<file path="src/sss_pkg.sv">
`timescale 1ns / 1ps

package sss_pkg;

    // build constants
    localparam int CORDIC_STEPS = 18;
    localparam int COORD_BITS   = 40;

    // angle handling, 1/256 degree units
    localparam int FULL_TURN    = 92160;
    localparam int QUARTER_TURN = 23040;
    localparam int ANG_W        = 17;
    localparam int REM_W        = 15;
    localparam int QUAD_W       = 2;

    // cordic datapath widths: Q30 vectors, degrees * 2^24 angles
    localparam int CW         = 33;
    localparam int ZW         = 33;
    localparam int MAX_STEPS  = 30;
    localparam int STEP_W     = 5;
    localparam int GAIN_Q30   = 652032874;

    // interval in millimetres and the product width
    localparam int LEN_W = 26;
    localparam int PW    = LEN_W + 1 + CW;

    // round(atan(2^-i) * 180/pi * 2^24)
    localparam logic [ZW-2:0] ATAN_DEG24 [MAX_STEPS] = '{
        32'd754974720, 32'd445687602, 32'd235489088, 32'd119537938, 32'd60000934,
        32'd30029717,  32'd15018523,  32'd7509720,   32'd3754917,   32'd1877466,
        32'd938734,    32'd469367,    32'd234684,    32'd117342,    32'd58671,
        32'd29335,     32'd14668,     32'd7334,      32'd3667,      32'd1833,
        32'd917,       32'd458,       32'd229,       32'd115,       32'd57,
        32'd29,        32'd14,        32'd7,         32'd4,         32'd2
    };

    // input beat
    typedef struct packed {
        logic signed [COORD_BITS-1:0] start_easting;
        logic signed [COORD_BITS-1:0] start_northing;
        logic signed [COORD_BITS-1:0] start_elevation;
        logic        [ANG_W-1:0]      bearing;
        logic signed [15:0]           dip;
        logic        [15:0]           interval_m;
    } t_sss_in;

    // output beat
    typedef struct packed {
        logic signed [COORD_BITS-1:0] next_easting;
        logic signed [COORD_BITS-1:0] next_northing;
        logic signed [COORD_BITS-1:0] next_elevation;
    } t_sss_out;

    // one rotation in flight
    typedef struct packed {
        logic signed [CW-1:0] x;
        logic signed [CW-1:0] y;
        logic signed [ZW-1:0] z;
    } t_sss_rot;

    // fields carried alongside the rotations
    typedef struct packed {
        logic signed [COORD_BITS-1:0] start_e;
        logic signed [COORD_BITS-1:0] start_n;
        logic signed [COORD_BITS-1:0] start_u;
        logic        [LEN_W-1:0]      len_mm;
        logic        [QUAD_W-1:0]     q_bear;
        logic        [QUAD_W-1:0]     q_dip;
    } t_sss_carry;

    // contents of one cell of the chain
    typedef struct packed {
        t_sss_rot   bear;
        t_sss_rot   dip;
        t_sss_carry side;
    } t_sss_cell;

    // scaled increments before rounding
    typedef struct packed {
        logic signed [COORD_BITS-1:0] start_e;
        logic signed [COORD_BITS-1:0] start_n;
        logic signed [COORD_BITS-1:0] start_u;
        logic signed [PW-1:0]         p_e;
        logic signed [PW-1:0]         p_n;
        logic signed [PW-1:0]         p_u;
    } t_sss_prod;

endpackage

</file>
<file path="src/sss_cordic_cell.sv">
`timescale 1ns / 1ps

module sss_cordic_cell (
    input  logic                 i_clk,
    input  logic                 i_rst_n,
    input  logic                 i_en,
    input  logic [sss_pkg::STEP_W-1:0] i_step,
    input  logic                 i_valid,
    input  sss_pkg::t_sss_cell   i_data,
    output logic                 o_valid,
    output sss_pkg::t_sss_cell   o_data
);
    import sss_pkg::*;

    // one micro-rotation, shifts floor toward minus infinity
    function automatic t_sss_rot rotate(input t_sss_rot a, input logic [STEP_W-1:0] s);
        logic signed [CW-1:0] dx;
        logic signed [CW-1:0] dy;
        logic signed [ZW-1:0] t;
        t_sss_rot             res;
        dx = a.x;
        dy = a.y;
        dx = dy >>> s;
        dy = a.x >>> s;
        t  = ZW'(ATAN_DEG24[s]);
        if (a.z >= 0) begin
            res.x = a.x - dx;
            res.y = a.y + dy;
            res.z = a.z - t;
        end else begin
            res.x = a.x + dx;
            res.y = a.y - dy;
            res.z = a.z + t;
        end
        return res;
    endfunction

    t_sss_cell n_data;
    logic      r_valid;
    t_sss_cell r_data;

    // turn both vectors, pass the side fields on
    always_comb begin
        n_data.bear = rotate(i_data.bear, i_step);
        n_data.dip  = rotate(i_data.dip, i_step);
        n_data.side = i_data.side;
    end

    always_ff @(posedge i_clk) begin
        if (!i_rst_n) begin
            r_valid <= 1'b0;
        end else if (i_en) begin
            r_valid <= i_valid;
        end
    end

    always_ff @(posedge i_clk) begin
        if (i_en) begin
            r_data <= n_data;
        end
    end

    assign o_valid = r_valid;
    assign o_data  = r_data;

    // a stalled cell keeps its contents
    a_cell_hold: assert property (@(posedge i_clk) disable iff (!i_rst_n)
        !i_en && r_valid |=> r_valid && $stable(r_data))
        else $error("cordic cell lost its beat during a stall");

    // the side fields ride along untouched
    a_cell_side: assert property (@(posedge i_clk) disable iff (!i_rst_n)
        i_en && i_valid |=> r_valid && (r_data.side == $past(i_data.side)))
        else $error("side fields changed inside a cordic cell");

endmodule

</file>
<file path="config.mk">
export PLATFORM = sky130hd
export DESIGN_NAME = sss_cordic_cell
export DESIGN_NICKNAME = d
export VERILOG_FILES = /design/src/sss_pkg.sv /design/src/sss_cordic_cell.sv
export SDC_FILE = /design/constraint.sdc
export NUM_CORES = 1
export LEC_CHECK = 0
export BUFFER_PORTS_ARGS = -buffer_cell sky130_fd_sc_hd__buf_2
export CAP_MARGIN = 5
export CORE_MARGIN = 8
export CORE_UTILIZATION = 45
export CTS_CLUSTER_DIAMETER = 80
export CTS_CLUSTER_SIZE = 30
export DETAILED_ROUTE_END_ITERATION = 10
export GPL_TIMING_DRIVEN = 1
export PLACE_DENSITY = 0.68
export SKIP_CTS_REPAIR_TIMING = 1
export SLEW_MARGIN = 20
export SYNTH_ARGS = -nofsm -noshare
export SYNTH_HDL_FRONTEND = slang
export SYNTH_SLANG_ARGS = --single-unit
</file>
<file path="constraint.sdc">
create_clock -name i_clk -period 10.1 [get_ports i_clk]
set_clock_uncertainty 0.2 [all_clocks]
set_input_delay 0.505 -clock i_clk [delete_from_list [all_inputs] [get_ports i_clk]]
set_output_delay 0.505 -clock i_clk [all_outputs]
set_load 0.05 [all_outputs]
</file>
==> metrics.yaml <==
synth:
  synth-compound-area-share: 0.183
  synth-simple-area-share: 0.126
  synthDominantCellAreaShare: 0.311
  yosys.area.top_type: "edfxtp_1"
  synth_mux_area_frac: 0.183
  yosysSeqAreaShare: 0.311
  synth-xor-area-share: 0.0813
  synth_area_leaders: "edfxtp_1 (31%), mux4_2 (12%), ha_1 (7.7%)"
  synth_top_family_by_area: "compound AO/OA/AOI/OAI gates"
  synth_seq_cells: 349
  yosysWarningCount: 0
  ys_types: 106
  async_flop_share: 0
  syn_area_per_cell_um2: 10.1
  synthAdderAreaFrac: 0.0806
  ys.flop_type: "edfxtp_1"
  syn_nets: 3896
  netlist_area_um2: 33600
  netlist_instances: 3326
  synth_edf_count: 348
power:
  vdd_drop_max_uv: 161
  p_per_area_nw_per_um2: 169
  total_power_mw: 6.79
  leakagePower_nw: 16.6
floorplan:
  fp.dieArea_um2: 83700
  core_area_um2: 74200
  rows: 100
  io_pins: 706
  fp.dieW_um: 289
  start_util: 0.453
  die-height_um: 289
timing:
  finalHoldViolations: 0
  min_period_ps: 7250
  fin_ws_ps: 2850
  fmax_mhz: 138
  slew_viol_final: 0
  rsz0062_at_grt: "false"
  post-route-period-util: 0.717
  setup-violations-final: 0
  tightest_slew_ps: 1090
  tns_ps: 0
  slew_headroom: 0.273
place:
  routabilityCongestion: 0.976
  port_buffers: 705
  pre_cts_slack_ps: 2230
  dpl.hpwl_mm: 101
critical_path:
  critPathMaxFanout: 67
  cp-end-kind: "register"
  worstSetupStartpointType: "primary input"
  crit_type: "in -> reg"
  cp.arrival_ps: 7390
  worstPathRequired_ps: 10250
grt:
  grt_pass1_wl_mm: 185
  grt_usage: 0.288
  antenna_found_initial: 26
  grt_pass1_vias: 28900
  grt_overflow: 0
  grt_max_degree: 153
drt:
  drt_iter0_drc: 3533
  dr.pass1.iters: 6
  wl_per_cell_um: 25.8
  vias_per_cell: 6.18
  vias: 31300
  postRouteAntennaNets: 0
  routed_wl_mm: 131
  drc: 0
cts:
  insertion_delay_ps: 600
  cts.sinks: 349
  cts_made_buffers: 22
  root_buffer: "clkbuf_16"
  cts_buffer_depth: 3
  cts.reportedPaths.clkPinSlew_ps: 100
  cts_tree: "built"
  h-tree-depth: 1
layout:
  fin_nets: 4634
  multi_input_area_um2: 22000
  seq_area_um2: 10500
  area_delta_synth_final_pct: 19.8
  nFillCells: 6594
  drive_gt1_frac: 0.269
status:
  status: "finished clean"
flow_run:
  cap_viol_max_count: 0
min_path:
  hold_class: "in -> reg"
[sequential cells by signal, summed over array words and instances (netlist names)]
| register | flops |
|---|---|
| o_valid | 1 |
| o_data | 348 |
[metrics by stage]
step	utilization	instances	instance area, um^2	hold slack, ps
CTS	0.522	4897	38700	-173
detailed placement	0.510	4857	37800	319
floorplan	-	3326	33600	404
global placement	0.510	4857	37800	299
finish	0.543	5063	40300	45.8
global route	0.542	5056	40200	26.6
[worst paths after layout]
| kind | start | endpoint | slack, ps | cells past startpoint |
|---|---|---|---|---|
| min | i_data[282] | o_data[282] | 50 | 2 |
| max | i_step[0] | o_data[278] | 2850 | 26 |
| max reg2reg | o_valid | o_valid | 8730 | 3 |
| min reg2reg | o_valid | o_valid | 900 | 3 |
[Yosys cell counts, types with 43 or more instances]
| cell type | count |
|---|---|
| edfxtp_1 | 348 |
| nand3_1 | 63 |
| inv_1 | 84 |
| a21o_1 | 101 |
| nand2b_1 | 53 |
| xnor2_1 | 224 |
| xor2_1 | 88 |
| ha_1 | 207 |
| nor3_1 | 43 |
| a21oi_1 | 242 |
| nor2_1 | 239 |
| mux2i_1 | 121 |
| o21ai_0 | 196 |
| mux2_2 | 76 |
| mux4_2 | 179 |
| nand2_1 | 278 |
| clkbuf_1 | 83 |
[layer usage]
metal,GRT usage,share of wire,vias to the layer above
met5,0,0.00095,-
met4,0.113,0.046,20
met3,0.0757,0.11,313
met2,0.467,0.46,1778
met1,0.367,0.39,14900
li1,-,-,14300
[layout make-up]
class | instances | share of cell area
Antenna cell | 14 | 0.000870
Clock buffer | 25 | 0.0145
Clock inverter | 15 | 0.00693
Inverter | 90 | 0.00842
Multi-Input combinational cell | 2711 | 0.546
Sequential cell | 349 | 0.260
Tap cell | 969 | 0.0301
Timing Repair Buffer | 890 | 0.133
[power by group]
group,total [mW],leakage [nW],internal (mW),switching (mW)
Sequential,2.04,3.42,1.97,0.0700
Combinational,3.67,12.8,1.18,2.48
Clock,1.08,0.407,0.491,0.588
[kinds of logic (layout without fill, tap and decap cells)]
logic type               after synthesis  in the layout
AND/OR/NAND/NOR                      869            869
adder cells (fa/ha/maj)              213            213
flip-flops                           349            349
XOR/XNOR                             312            312
multiplexers                         379            379
buffers and inverters                266           1020
AO/OA/AOI/OAI                        938            938
other                                  0             14
[placed cells by master (no fill, tap or decap), types with 11 or more instances in the layout]
master / instances
xor2_1: 88
inv_1: 83
xnor2_1: 224
edfxtp_1: 348
nor3_1: 41
nand2_1: 278
a211o_1: 18
a221o_1: 15
mux2i_1: 121
a221oi_1: 11
nor2_1: 237
and3_1: 24
a22oi_1: 17
nor2b_1: 37
dlygate4sd3_1: 152
diode_2: 14
mux4_2: 179
o31ai_1: 28
or2_2: 11
mux2_2: 76
o21ai_0: 196
a211oi_1: 39
buf_2: 699
o21bai_1: 25
clkbuf_16: 23
ha_1: 207
o22ai_1: 27
a21oi_1: 242
a31oi_1: 33
buf_4: 32
a21o_1: 101
nand2b_1: 53
o211ai_1: 12
nand3_1: 63
nand4_1: 20
o21a_1: 41
and2_1: 31
[critical path: stages]
cell	delay, ps
buf_8	470
clkinv_1	490
ha_1	570
mux2_2	330
nor2_1	90
a211o_1	130
o31ai_1	130
inv_1	100
ha_1	180
inv_1	40
or3b_1	420
or4b_1	690
nand2_1	130
nor2_1	50
nor2_1	110
ha_1	270
a21oi_1	190
nand2_1	80
nor4b_1	530
and4b_1	270
o21a_1	250
o31a_1	290
or4_1	410
a31oi_1	330
o21bai_1	150
xor2_1	160
Note: power is estimated with default switching activity, not from simulation.
