### src/sss_pkg.sv
`timescale 1ns / 1ps

package sss_pkg;

    // build constants
    localparam int CORDIC_STEPS = 18;
    localparam int COORD_BITS   = 40;

    // angle handling, 1/256 degree units
    localparam int FULL_TURN    = 92160;
    localparam int QUARTER_TURN = 23040;
    localparam int ANG_W        = 17;
    localparam int REM_W        = 15;
    localparam int QUAD_W       = 2;

    // cordic datapath widths: Q30 vectors, degrees * 2^24 angles
    localparam int CW         = 33;
    localparam int ZW         = 33;
    localparam int MAX_STEPS  = 30;
    localparam int STEP_W     = 5;
    localparam int GAIN_Q30   = 652032874;

    // interval in millimetres and the product width
    localparam int LEN_W = 26;
    localparam int PW    = LEN_W + 1 + CW;

    // round(atan(2^-i) * 180/pi * 2^24)
    localparam logic [ZW-2:0] ATAN_DEG24 [MAX_STEPS] = '{
        32'd754974720, 32'd445687602, 32'd235489088, 32'd119537938, 32'd60000934,
        32'd30029717,  32'd15018523,  32'd7509720,   32'd3754917,   32'd1877466,
        32'd938734,    32'd469367,    32'd234684,    32'd117342,    32'd58671,
        32'd29335,     32'd14668,     32'd7334,      32'd3667,      32'd1833,
        32'd917,       32'd458,       32'd229,       32'd115,       32'd57,
        32'd29,        32'd14,        32'd7,         32'd4,         32'd2
    };

    // input beat
    typedef struct packed {
        logic signed [COORD_BITS-1:0] start_easting;
        logic signed [COORD_BITS-1:0] start_northing;
        logic signed [COORD_BITS-1:0] start_elevation;
        logic        [ANG_W-1:0]      bearing;
        logic signed [15:0]           dip;
        logic        [15:0]           interval_m;
    } t_sss_in;

    // output beat
    typedef struct packed {
        logic signed [COORD_BITS-1:0] next_easting;
        logic signed [COORD_BITS-1:0] next_northing;
        logic signed [COORD_BITS-1:0] next_elevation;
    } t_sss_out;

    // one rotation in flight
    typedef struct packed {
        logic signed [CW-1:0] x;
        logic signed [CW-1:0] y;
        logic signed [ZW-1:0] z;
    } t_sss_rot;

    // fields carried alongside the rotations
    typedef struct packed {
        logic signed [COORD_BITS-1:0] start_e;
        logic signed [COORD_BITS-1:0] start_n;
        logic signed [COORD_BITS-1:0] start_u;
        logic        [LEN_W-1:0]      len_mm;
        logic        [QUAD_W-1:0]     q_bear;
        logic        [QUAD_W-1:0]     q_dip;
    } t_sss_carry;

    // contents of one cell of the chain
    typedef struct packed {
        t_sss_rot   bear;
        t_sss_rot   dip;
        t_sss_carry side;
    } t_sss_cell;

    // scaled increments before rounding
    typedef struct packed {
        logic signed [COORD_BITS-1:0] start_e;
        logic signed [COORD_BITS-1:0] start_n;
        logic signed [COORD_BITS-1:0] start_u;
        logic signed [PW-1:0]         p_e;
        logic signed [PW-1:0]         p_n;
        logic signed [PW-1:0]         p_u;
    } t_sss_prod;

endpackage

### src/sss_front.sv
`timescale 1ns / 1ps

module sss_front (
    input  logic              i_clk,
    input  logic              i_rst_n,
    input  logic              i_en,
    input  logic              i_valid,
    input  sss_pkg::t_sss_in  i_data,
    output logic              o_valid,
    output sss_pkg::t_sss_cell o_data
);
    import sss_pkg::*;

    typedef struct packed {
        logic [QUAD_W-1:0] q;
        logic [REM_W-1:0]  r;
    } t_quad;

    // split an angle below a full turn into quadrant and remainder
    function automatic t_quad split_angle(input logic [ANG_W-1:0] a);
        t_quad res;
        if (a >= ANG_W'(3 * QUARTER_TURN)) begin
            res.q = 2'd3;
            res.r = REM_W'(a - ANG_W'(3 * QUARTER_TURN));
        end else if (a >= ANG_W'(2 * QUARTER_TURN)) begin
            res.q = 2'd2;
            res.r = REM_W'(a - ANG_W'(2 * QUARTER_TURN));
        end else if (a >= ANG_W'(QUARTER_TURN)) begin
            res.q = 2'd1;
            res.r = REM_W'(a - ANG_W'(QUARTER_TURN));
        end else begin
            res.q = 2'd0;
            res.r = REM_W'(a);
        end
        return res;
    endfunction

    logic [ANG_W-1:0] bear_wrap;
    logic [ANG_W-1:0] dip_wrap;
    t_quad            bear_q;
    t_quad            dip_q;
    t_sss_cell        n_data;
    logic             r_valid;
    t_sss_cell        r_data;

    // wrap both angles into one turn
    always_comb begin
        if (i_data.bearing >= ANG_W'(FULL_TURN)) begin
            bear_wrap = i_data.bearing - ANG_W'(FULL_TURN);
        end else begin
            bear_wrap = i_data.bearing;
        end
        if (i_data.dip < 0) begin
            dip_wrap = ANG_W'(ANG_W'({1'b1, i_data.dip}) + ANG_W'(FULL_TURN));
        end else begin
            dip_wrap = ANG_W'(i_data.dip);
        end
        bear_q = split_angle(bear_wrap);
        dip_q  = split_angle(dip_wrap);
    end

    // initial vectors and side fields
    always_comb begin
        n_data.bear.x = CW'(GAIN_Q30);
        n_data.bear.y = '0;
        n_data.bear.z = ZW'({bear_q.r, 16'b0});
        n_data.dip.x  = CW'(GAIN_Q30);
        n_data.dip.y  = '0;
        n_data.dip.z  = ZW'({dip_q.r, 16'b0});
        n_data.side.start_e = i_data.start_easting;
        n_data.side.start_n = i_data.start_northing;
        n_data.side.start_u = i_data.start_elevation;
        n_data.side.len_mm  = LEN_W'(i_data.interval_m) * LEN_W'(1000);
        n_data.side.q_bear  = bear_q.q;
        n_data.side.q_dip   = dip_q.q;
    end

    // entry register
    always_ff @(posedge i_clk) begin
        if (!i_rst_n) begin
            r_valid <= 1'b0;
        end else if (i_en) begin
            r_valid <= i_valid;
        end
    end

    always_ff @(posedge i_clk) begin
        if (i_en) begin
            r_data <= n_data;
        end
    end

    assign o_valid = r_valid;
    assign o_data  = r_data;

    // remainders stay inside one quadrant
    a_front_rem: assert property (@(posedge i_clk) disable iff (!i_rst_n)
        r_valid |-> (r_data.bear.z >= 0) && (r_data.bear.z < ZW'(QUARTER_TURN * 65536))
                 && (r_data.dip.z >= 0) && (r_data.dip.z < ZW'(QUARTER_TURN * 65536)))
        else $error("angle remainder outside one quadrant");

endmodule

### config.mk
export PLATFORM = sky130hd
export DESIGN_NAME = sss_front
export DESIGN_NICKNAME = d
export VERILOG_FILES = /design/src/sss_pkg.sv /design/src/sss_front.sv
export SDC_FILE = /design/constraint.sdc
export NUM_CORES = 1
export LEC_CHECK = 0
export BUFFER_PORTS_ARGS = -buffer_cell sky130_fd_sc_hd__buf_2
export CAP_MARGIN = 10
export CORE_AREA = 3 3 203 205
export CTS_BUF_LIST = sky130_fd_sc_hd__clkbuf_2 sky130_fd_sc_hd__clkbuf_4 sky130_fd_sc_hd__clkbuf_8
export CTS_CLUSTER_SIZE = 25
export DETAILED_ROUTE_END_ITERATION = 16
export DIE_AREA = 0 0 206 208
export PLACE_DENSITY_LB_ADDON = 0.1
export SLEW_MARGIN = 5
export SYNTH_ARGS = -nofsm -noshare
export SYNTH_HDL_FRONTEND = slang
export SYNTH_SLANG_ARGS = --single-unit
### constraint.sdc
create_clock -name i_clk -period 5 [get_ports i_clk]
set_input_delay 0.75 -clock i_clk [delete_from_list [all_inputs] [get_ports i_clk]]
set_output_delay 0.75 -clock i_clk [all_outputs]
set_load 0.1 [all_outputs]
==> results of run 1 <==
[metal layers]
metal  global-route usage (%)  up-vias  wire (um)
li1                         -     3240          -
met1                     14.5     3320      10600
met2                     24.6      337      15700
met3                     4.83       57       3020
met4                     6.30       20       1080
met5                        0        -        138
[registers in the layout, indices dropped and copies added, names as in the netlist]
register	flops
o_data	177
o_valid	1
[Yosys cell counts, types with 6 or more instances]
| cell type | instances | area (um^2) |
|---|---|---|
| xnor2_1 | 25 | 219 |
| inv_1 | 93 | 349 |
| ha_1 | 69 | 863 |
| buf_4 | 173 | 1300 |
| a21oi_1 | 26 | 130 |
| nand2_1 | 21 | 78.8 |
| a21o_1 | 9 | 67.6 |
| nand3_1 | 8 | 40.0 |
| o211ai_1 | 6 | 45.0 |
| edfxtp_1 | 177 | 5320 |
| nor2_1 | 23 | 86.3 |
| o21ai_0 | 17 | 85.1 |
| nor3_1 | 7 | 35.0 |
| fa_1 | 53 | 1060 |
[worst max-delay path by stage]
stage                                 to  slack (ns)
detailed placement  o_data[26]$_DFFE_PP_       -0.24
floorplan           o_data[26]$_DFFE_PP_        0.18
global placement    o_data[26]$_DFFE_PP_       -0.14
CTS                 o_data[26]$_DFFE_PP_        0.33
finish              o_data[26]$_DFFE_PP_        0.36
global route        o_data[26]$_DFFE_PP_        0.09
[power by group through the flow]
stage                     Clock, mW  Sequential (mW)  Combinational [mW]
after detailed placement          0             2.03                4.07
after floorplan                   0             3.44                1.91
after global placement            0             2.03                4.10
final                         0.968             1.99                4.03
after global routing           1.08             2.01                4.35
after CTS                      1.02             1.99                4.10
[per-stage QoR]
step           setup WS [ns]  setup TNS (ns)  cell area, um^2  std cells  hold slack, ns
2_1_floorplan          0.183               0            11200        978           0.849
3_3_place_gp          -0.135          -0.311            12400       1700           0.507
3_5_place_dp          -0.236          -0.694            12400       1700           0.515
4_1_cts                0.335               0            12800       1731           0.351
5_1_grt               0.0939               0            12800       1734           0.374
6_report               0.364               0            12800       1735           0.416
[worst reg2reg max path: cells and delay by family (launching register included)]
kind          cells  cell delay, ns
flops             1            0.32
mux               1            0.12
simple gates      1            0.06
[cell type report]
cell class	count	area, um^2
diodes	3	7.51
clock buffers	19	249
clock inverters	12	106
fillers	4097	26800
inverters	94	355
multi-input cells	531	4160
flip-flops and latches	178	5340
well taps	525	657
repair buffers	373	1940
[kinds of logic (layout without fill, tap and decap cells)]
group | after synthesis | after routing | share of synthesized area, %
AO/OA/AOI/OAI | 113 | 113 | 7.66
XOR/XNOR | 30 | 30 | 2.50
adder cells (fa/ha/maj) | 122 | 122 | 18.3
buffers and inverters | 269 | 498 | 15.8
flip-flops | 178 | 178 | 50.7
multiplexers | 4 | 4 | 0.393
other | 2 | 174 | 0.0714
AND/OR/NAND/NOR | 91 | 91 | 4.57
==> summary.txt, run 1 <==
Final layout
  – Most used cells in the layout excluding fill and tap cells: buf_2, edfxtp_1, conb_1
  – P&R area growth vs syn: 21.8%
  – Fraction of final layout cells with drive strength greater than 1: 34.9%
  – Core Util, Final: around a third
  – Layout net count: ~1.5k
  – Commonest non-fill, non-tap cell in the layout: buf_2

Floorplan
  – Number of top-level design ports: 522
  – Core region area: 0.0396 mm^2
  – Number of placement rows: 73
  – Die boundary height: 208 um
  – Die X: a little over 200 um
  – Floorplan die area: between 0.04 and 0.05 mm^2
  – Starting Density: about a quarter

Power
  – Net switching share of the total power: a little over half
  – Proportion of power drawn by the clock network: between 10% and 20%
  – Leakage: a little under 6 nW
  – Maximum vdd drop: between 0.2 and 0.3 mV
  – Combinational cell fraction of total power: around 58%
  – Switching power summed over all nets: roughly 3.7 mW
  – Part of the power in registers: approximately 28%
  – Total power after layout: roughly 7 mW
  – Internal power contribution: roughly 3.3 mW
  – Pwr per Cell Area: 545 mW/mm^2

STA
  – Count of final setup violators: 0
  – Share of the clock period used by the worst path: between 90% and 100%
  – Final hold viol count: 0
  – Max Freq: ~220 MHz
  – Time the worst path needs with I/O delays and setup: 4.64 ns
  – Count of pins over their slew limit: 0
  – Transition time at the pin with the least slew margin: 1.05 ns
  – Max_slew headroom: 29.5%
  – Unrepaired setup endpoints after global routing: false
  – Max Clock Skew: 0 ns

Worst setup path
  – Delay-heaviest family, CP: adder cells
  – Req. time, crit path: around 5.3 ns
  – Worst reg2reg path endpoint: o_valid$_SDFFE_PN0P_
  – Slowest Stage Delay on Critical Path: between 0.5 and 0.6 ns
  – Endpoint kind of the worst setup timing path: flip-flop
  – Setup slack on the worst flop-to-flop path: between 4 and 5 ns
  – Worst-path fanout max: 4
  – Worst Setup Path Type: in -> reg
  – Sequence of cells on the critical path: buf_2 > fa_1 > fa_1 > inv_1 > fa_1 > fa_1 > inv_1 > ha_1 > a211oi_1 > nor2_1 > o41ai_1 > buf_4 > o211ai_1 > a41oi_1 > o21bai_1 > a21oi_1 > xnor2_1
  – Buffers and inverters on the worst path: 4
  – Start of the worst register-to-register path: o_valid$_SDFFE_PN0P_
  – Most numerous cell on the critical path: fa_1
  – Logic depth of the worst register-to-register path: 2
  – Worst Path Arrival: just under 5 ns
  – Crit path launch type: input port
  – Critical Path Stages: 17
  – Critical path startpoint: i_data[1]
  – Critical Path Slowest Stage Cell: fa_1

Status
  – Status: finished clean

Clock tree
  – Clock-pin slew on the worst setup and hold paths: approximately 0.11 ns
  – Inserted Clock Buffers: 17
  – Number of sinks driven by the clock tree: 178
  – Total of cells resized after clock tree synthesis: 0
  – Deepest level of the CTS H-tree: 4
  – Clock tree from TritonCTS: yes
  – Max clock buf depth: 2
  – Post-CTS Setup Repair Bufs: 0
  – Clock Latency Late Sink: roughly 0.48 ns
  – Root Buffer: clkbuf_8
  – CTS Hold Buffers Added: 0

Min path
  – Startpoint of the tightest hold check path: i_data[105]
  – Worst hold path depth: 1
  – Path type of the worst min-delay path: in -> reg
  – Endpoint, Worst Hold: o_data[86]$_DFFE_PP_

Synthesis
  – Synth warnings: 0
  – Post-synthesis area per instance: 13.0 um^2
  – Gate count after technology mapping: 809
  – Most frequently used flop master after synthesis: edfxtp_1
  – Async S/R FF share, synth: 0%
  – Number of flops mapped to enable cells by yosys: 177
  – Cell area after technology mapping: approximately 0.011 mm^2
  – Share of synthesized area occupied by flip-flops and latches: roughly 51%
  – Count of state elements after synthesis: about 180
  – Synth unique cells: 62

Global route
  – Number of antenna violations at the first check in global routing: 14
  – Pin count of the biggest net entering global routing: roughly 100
  – Via count of the first global-routing pass: between 6k and 7k
  – Leftover overflow at the end of global routing: 0
  – GRT Total Usage: about 14%
  – Wire length of the first global-routing pass: around 43 mm

Routing
  – Residual DRC: 0
  – ANT nets after route: 0
  – Via/cell ratio: about 4
  – Overall via count from detail_route: 6974
  – Post-Route WL: 30.5 mm
  – Average routed wire per standard cell: 17.6 um
  – First-pass iteration count of the detailed router: 4
  – Number of DRC markers in iteration 0: between 200 and 300

Placement
  – Dpl hpwl: around 25 mm
  – Port Buffer Count: 350
  – Routability congestion estimate: 0.792

Run
  – MaxCap Viol Count: 0
Note: power is estimated with default switching activity, not from simulation.
==> run 2: changes to the inputs <==
- CORE_AREA: 3 3 203 205 -> 3 3 199 201
- CTS_BUF_LIST: sky130_fd_sc_hd__clkbuf_2 sky130_fd_sc_hd__clkbuf_4 sky130_fd_sc_hd__clkbuf_8 -> sky130_fd_sc_hd__clkbuf_16
- DIE_AREA: 0 0 206 208 -> 0 0 202 204
==> run 2 against run 1 <==
Combinational power about the same. Wire length down 2.2%. Core utilization up 2.2 points. Register-to-register slack about the same. Fmax down 1.1%. Sequential power about the same. Cell count down 0.98%. Sequential share of layout area down 0.73 points. Power up 6.5%. Clock skew unchanged. Setup slack worse by 0.052 ns. Critical path type unchanged.
==> summary.txt, run 2 (synthesis gave the netlist of run 1 again) <==
Clock tree
  – Total of cells resized after clock tree synthesis: 0 (unchanged)
  – Inserted Clock Buffers: 17 (unchanged)
  – Clock tree from TritonCTS: yes (unchanged)
  – Clock Latency Late Sink: 0.44 ns (was 0.48 ns)
  – CTS Hold Buffers Added: 0 (unchanged)
  – Post-CTS Setup Repair Bufs: 0 (unchanged)
  – Deepest level of the CTS H-tree: 4 (unchanged)
  – Root Buffer: clkbuf_16 (was clkbuf_8)
  – Number of sinks driven by the clock tree: 178 (unchanged)
  – Max clock buf depth: 2 (unchanged)
  – Clock-pin slew on the worst setup and hold paths: 0.07 ns (was 0.11 ns)

Floorplan
  – Die boundary height: 204 um (was 208 um)
  – Die X: 202 um (was 206 um)
  – Core region area: 0.0378 mm^2 (was 0.0396 mm^2)
  – Number of placement rows: 71 (was 73)
  – Starting Density: 27.9% (was 26.5%)
  – Number of top-level design ports: 522 (unchanged)
  – Floorplan die area: 0.0412 mm^2 (was 0.0428 mm^2)

Final layout
  – Count of inserted antenna diode cells: 0 (was 3)
  – Count of placed standard cells in the final layout, fillers left out: 1718 (was 1735)
  – Non-Filler Cell Area, Final: 0.0130 mm^2 (was 0.0128 mm^2)
  – Flip-flop count of the largest register, all copies and words added: 177 (unchanged)
  – Fraction of final layout cells with drive strength greater than 1: 34.8% (was 34.9%)
  – Commonest non-fill, non-tap cell in the layout: buf_2 (unchanged)
  – Most used cells in the layout excluding fill and tap cells: buf_2, edfxtp_1, conb_1 (unchanged)
  – Layout net count: 1490 (unchanged)
  – P&R area growth vs syn: 23.9% (was 21.8%)

Worst setup path
  – Crit path launch type: input port (unchanged)
  – Delay-heaviest family, CP: adder cells (unchanged)
  – Setup slack on the worst flop-to-flop path: 4.41 ns (was 4.40 ns)
  – Sequence of cells on the critical path: buf_2 > fa_1 > fa_1 > inv_1 > fa_1 > fa_1 > inv_1 > ha_1 > a211oi_1 > nor2_1 > o41ai_1 > buf_4 > o211ai_1 > a41oi_1 > o21bai_1 > a21oi_1 > xnor2_1 (unchanged)
  – Worst-path fanout max: 5 (was 4)
  – Logic depth of the worst register-to-register path: 2 (unchanged)
  – Endpoint kind of the worst setup timing path: flip-flop (unchanged)
  – Critical Path Slowest Stage Cell: fa_1 (unchanged)
  – Slowest Stage Delay on Critical Path: 0.52 ns (about the same)
  – Worst Setup Path Type: in -> reg (unchanged)
  – Worst Path Arrival: 4.89 ns (about the same)
  – Buffers and inverters on the worst path: 4 (unchanged)
  – Start of the worst register-to-register path: o_valid$_SDFFE_PN0P_ (unchanged)
  – Most numerous cell on the critical path: fa_1 (unchanged)
  – Req. time, crit path: 5.20 ns (was 5.25 ns)
  – Worst reg2reg path endpoint: o_valid$_SDFFE_PN0P_ (unchanged)

STA
  – Max_slew headroom: 25.8% (was 29.5%)
  – Count of pins over their slew limit: 0 (unchanged)
  – Count of final setup violators: 0 (unchanged)
  – Share of the clock period used by the worst path: 93.8% (was 92.7%)
  – Transition time at the pin with the least slew margin: 1.10 ns (was 1.05 ns)
  – Max Freq: 213 MHz (was 216 MHz)
  – Time the worst path needs with I/O delays and setup: 4.69 ns (was 4.64 ns)
  – Worst Hold Margin: 0.472 ns (was 0.416 ns)
  – Final worst-path setup slack: 0.312 ns (was 0.364 ns)
  – Max Clock Skew: 0 ns (unchanged)
  – Unrepaired setup endpoints after global routing: false (unchanged)
  – Final hold viol count: 0 (unchanged)

Routing
  – Post-Route WL: 29.9 mm (was 30.5 mm)
  – Average routed wire per standard cell: 17.4 um (was 17.6 um)
  – First-pass iteration count of the detailed router: 4 (unchanged)
  – ANT nets after route: 0 (unchanged)
  – Via/cell ratio: 4.04 (was 4.02)
  – Residual DRC: 0 (unchanged)
  – Number of DRC markers in iteration 0: 311 (was 251)
  – Overall via count from detail_route: 6940 (was 6974)

Placement
  – Dpl hpwl: 24.7 mm (was 25.5 mm)
  – Post-place instance area: 0.0124 mm^2 (about the same)
  – Port Buffer Count: 350 (unchanged)
  – Routability congestion estimate: 0.844 (was 0.792)
  – Worst setup slack before clock tree synthesis: -0.206 ns (was -0.236 ns)
  – Total instance count after detailed placement: 1687 (was 1700)

Power
  – Total power after layout: 7.44 mW (was 6.99 mW)
  – Leakage: 6.04 nW (was 5.93 nW)
  – Pwr per Cell Area: 571 mW/mm^2 (was 545 mW/mm^2)
  – Maximum vdd drop: 0.328 mV (was 0.285 mV)

Global route
  – Wire length of the first global-routing pass: 42.3 mm (was 43.2 mm)
  – Pin count of the biggest net entering global routing: 94 (was 104)
  – Number of antenna violations at the first check in global routing: 6 (was 14)
  – GRT Total Usage: 13.9% (was 13.8%)
  – Leftover overflow at the end of global routing: 0 (unchanged)
  – Via count of the first global-routing pass: 6485 (was 6737)

Min path
  – Startpoint of the tightest hold check path: i_data[105] (unchanged)
  – Path type of the worst min-delay path: in -> reg (unchanged)
  – Worst hold path depth: 1 (unchanged)
  – Endpoint, Worst Hold: o_data[86]$_DFFE_PP_ (unchanged)

Run
  – MaxCap Viol Count: 0 (unchanged)

Status
  – Status: finished clean (unchanged)
run 2: cell types whose count changed in the layout (fill, tap and decap cells not counted), sizes merged:
| cell | delta |
|---|---|
| bufinv | +2 |
| clkbuf | -2 |
| clkinv | -3 |
| clkinvlp | +1 |
| diode | -3 |
| inv | +2 |
run 2: power breakdown:
| group | switching, mW | leakage [nW] | internal, mW |
|---|---|---|---|
| sequential | 0.0435 | 1.74 | 1.95 |
| combinational | 3.05 | 4.01 | 0.983 |
| clock | 0.620 | 0.298 | 0.794 |
| total | 3.71 | 6.04 | 3.73 |
run 2: final cells by class:
type | instances | area (um^2)
clock buffers | 17 | 425
clock inverters | 14 | 181
fillers | 3839 | 24700
inverters | 94 | 355
multi-input cells | 531 | 4160
flip-flops and latches | 178 | 5340
well taps | 511 | 639
repair buffers | 373 | 1940
run 2: stage by stage:
| stage | TNS (ns) | utilization, % |
|---|---|---|
| after floorplan | 0 | - |
| after global placement | -0.262 | 32.9 |
| after detailed placement | -0.564 | 32.9 |
| after CTS | 0 | 34.5 |
| after global routing | 0 | 34.5 |
| final | 0 | 34.5 |
run 2: metal layers:
metal	track usage [%]	wire length, um	vias up
li1	-	-	3230
met1	16.4	11500	3331
met2	24.4	15300	341
met3	4.54	2470	28
met4	3.64	434	10
met5	0	53	-
run 2: how the worst max path moves through the flow:
stage	to	from	cells after the start	slack [ns]
CTS	o_data[26]$_DFFE_PP_	i_data[1]	17	0.26
floorplan	o_data[26]$_DFFE_PP_	i_data[0]	15	0.18
detailed placement	o_data[26]$_DFFE_PP_	i_data[1]	17	-0.21
global route	o_data[26]$_DFFE_PP_	i_data[1]	17	0.003
finish	o_data[26]$_DFFE_PP_	i_data[1]	17	0.31
global placement	o_data[26]$_DFFE_PP_	i_data[1]	17	-0.13
run 2: worst register-to-register path, delay by kind of cell (launching register included):
| kind | cells | cell delay [ns] |
|---|---|---|
| flops | 1 | 0.31 |
| mux | 1 | 0.12 |
| simple gates | 1 | 0.06 |
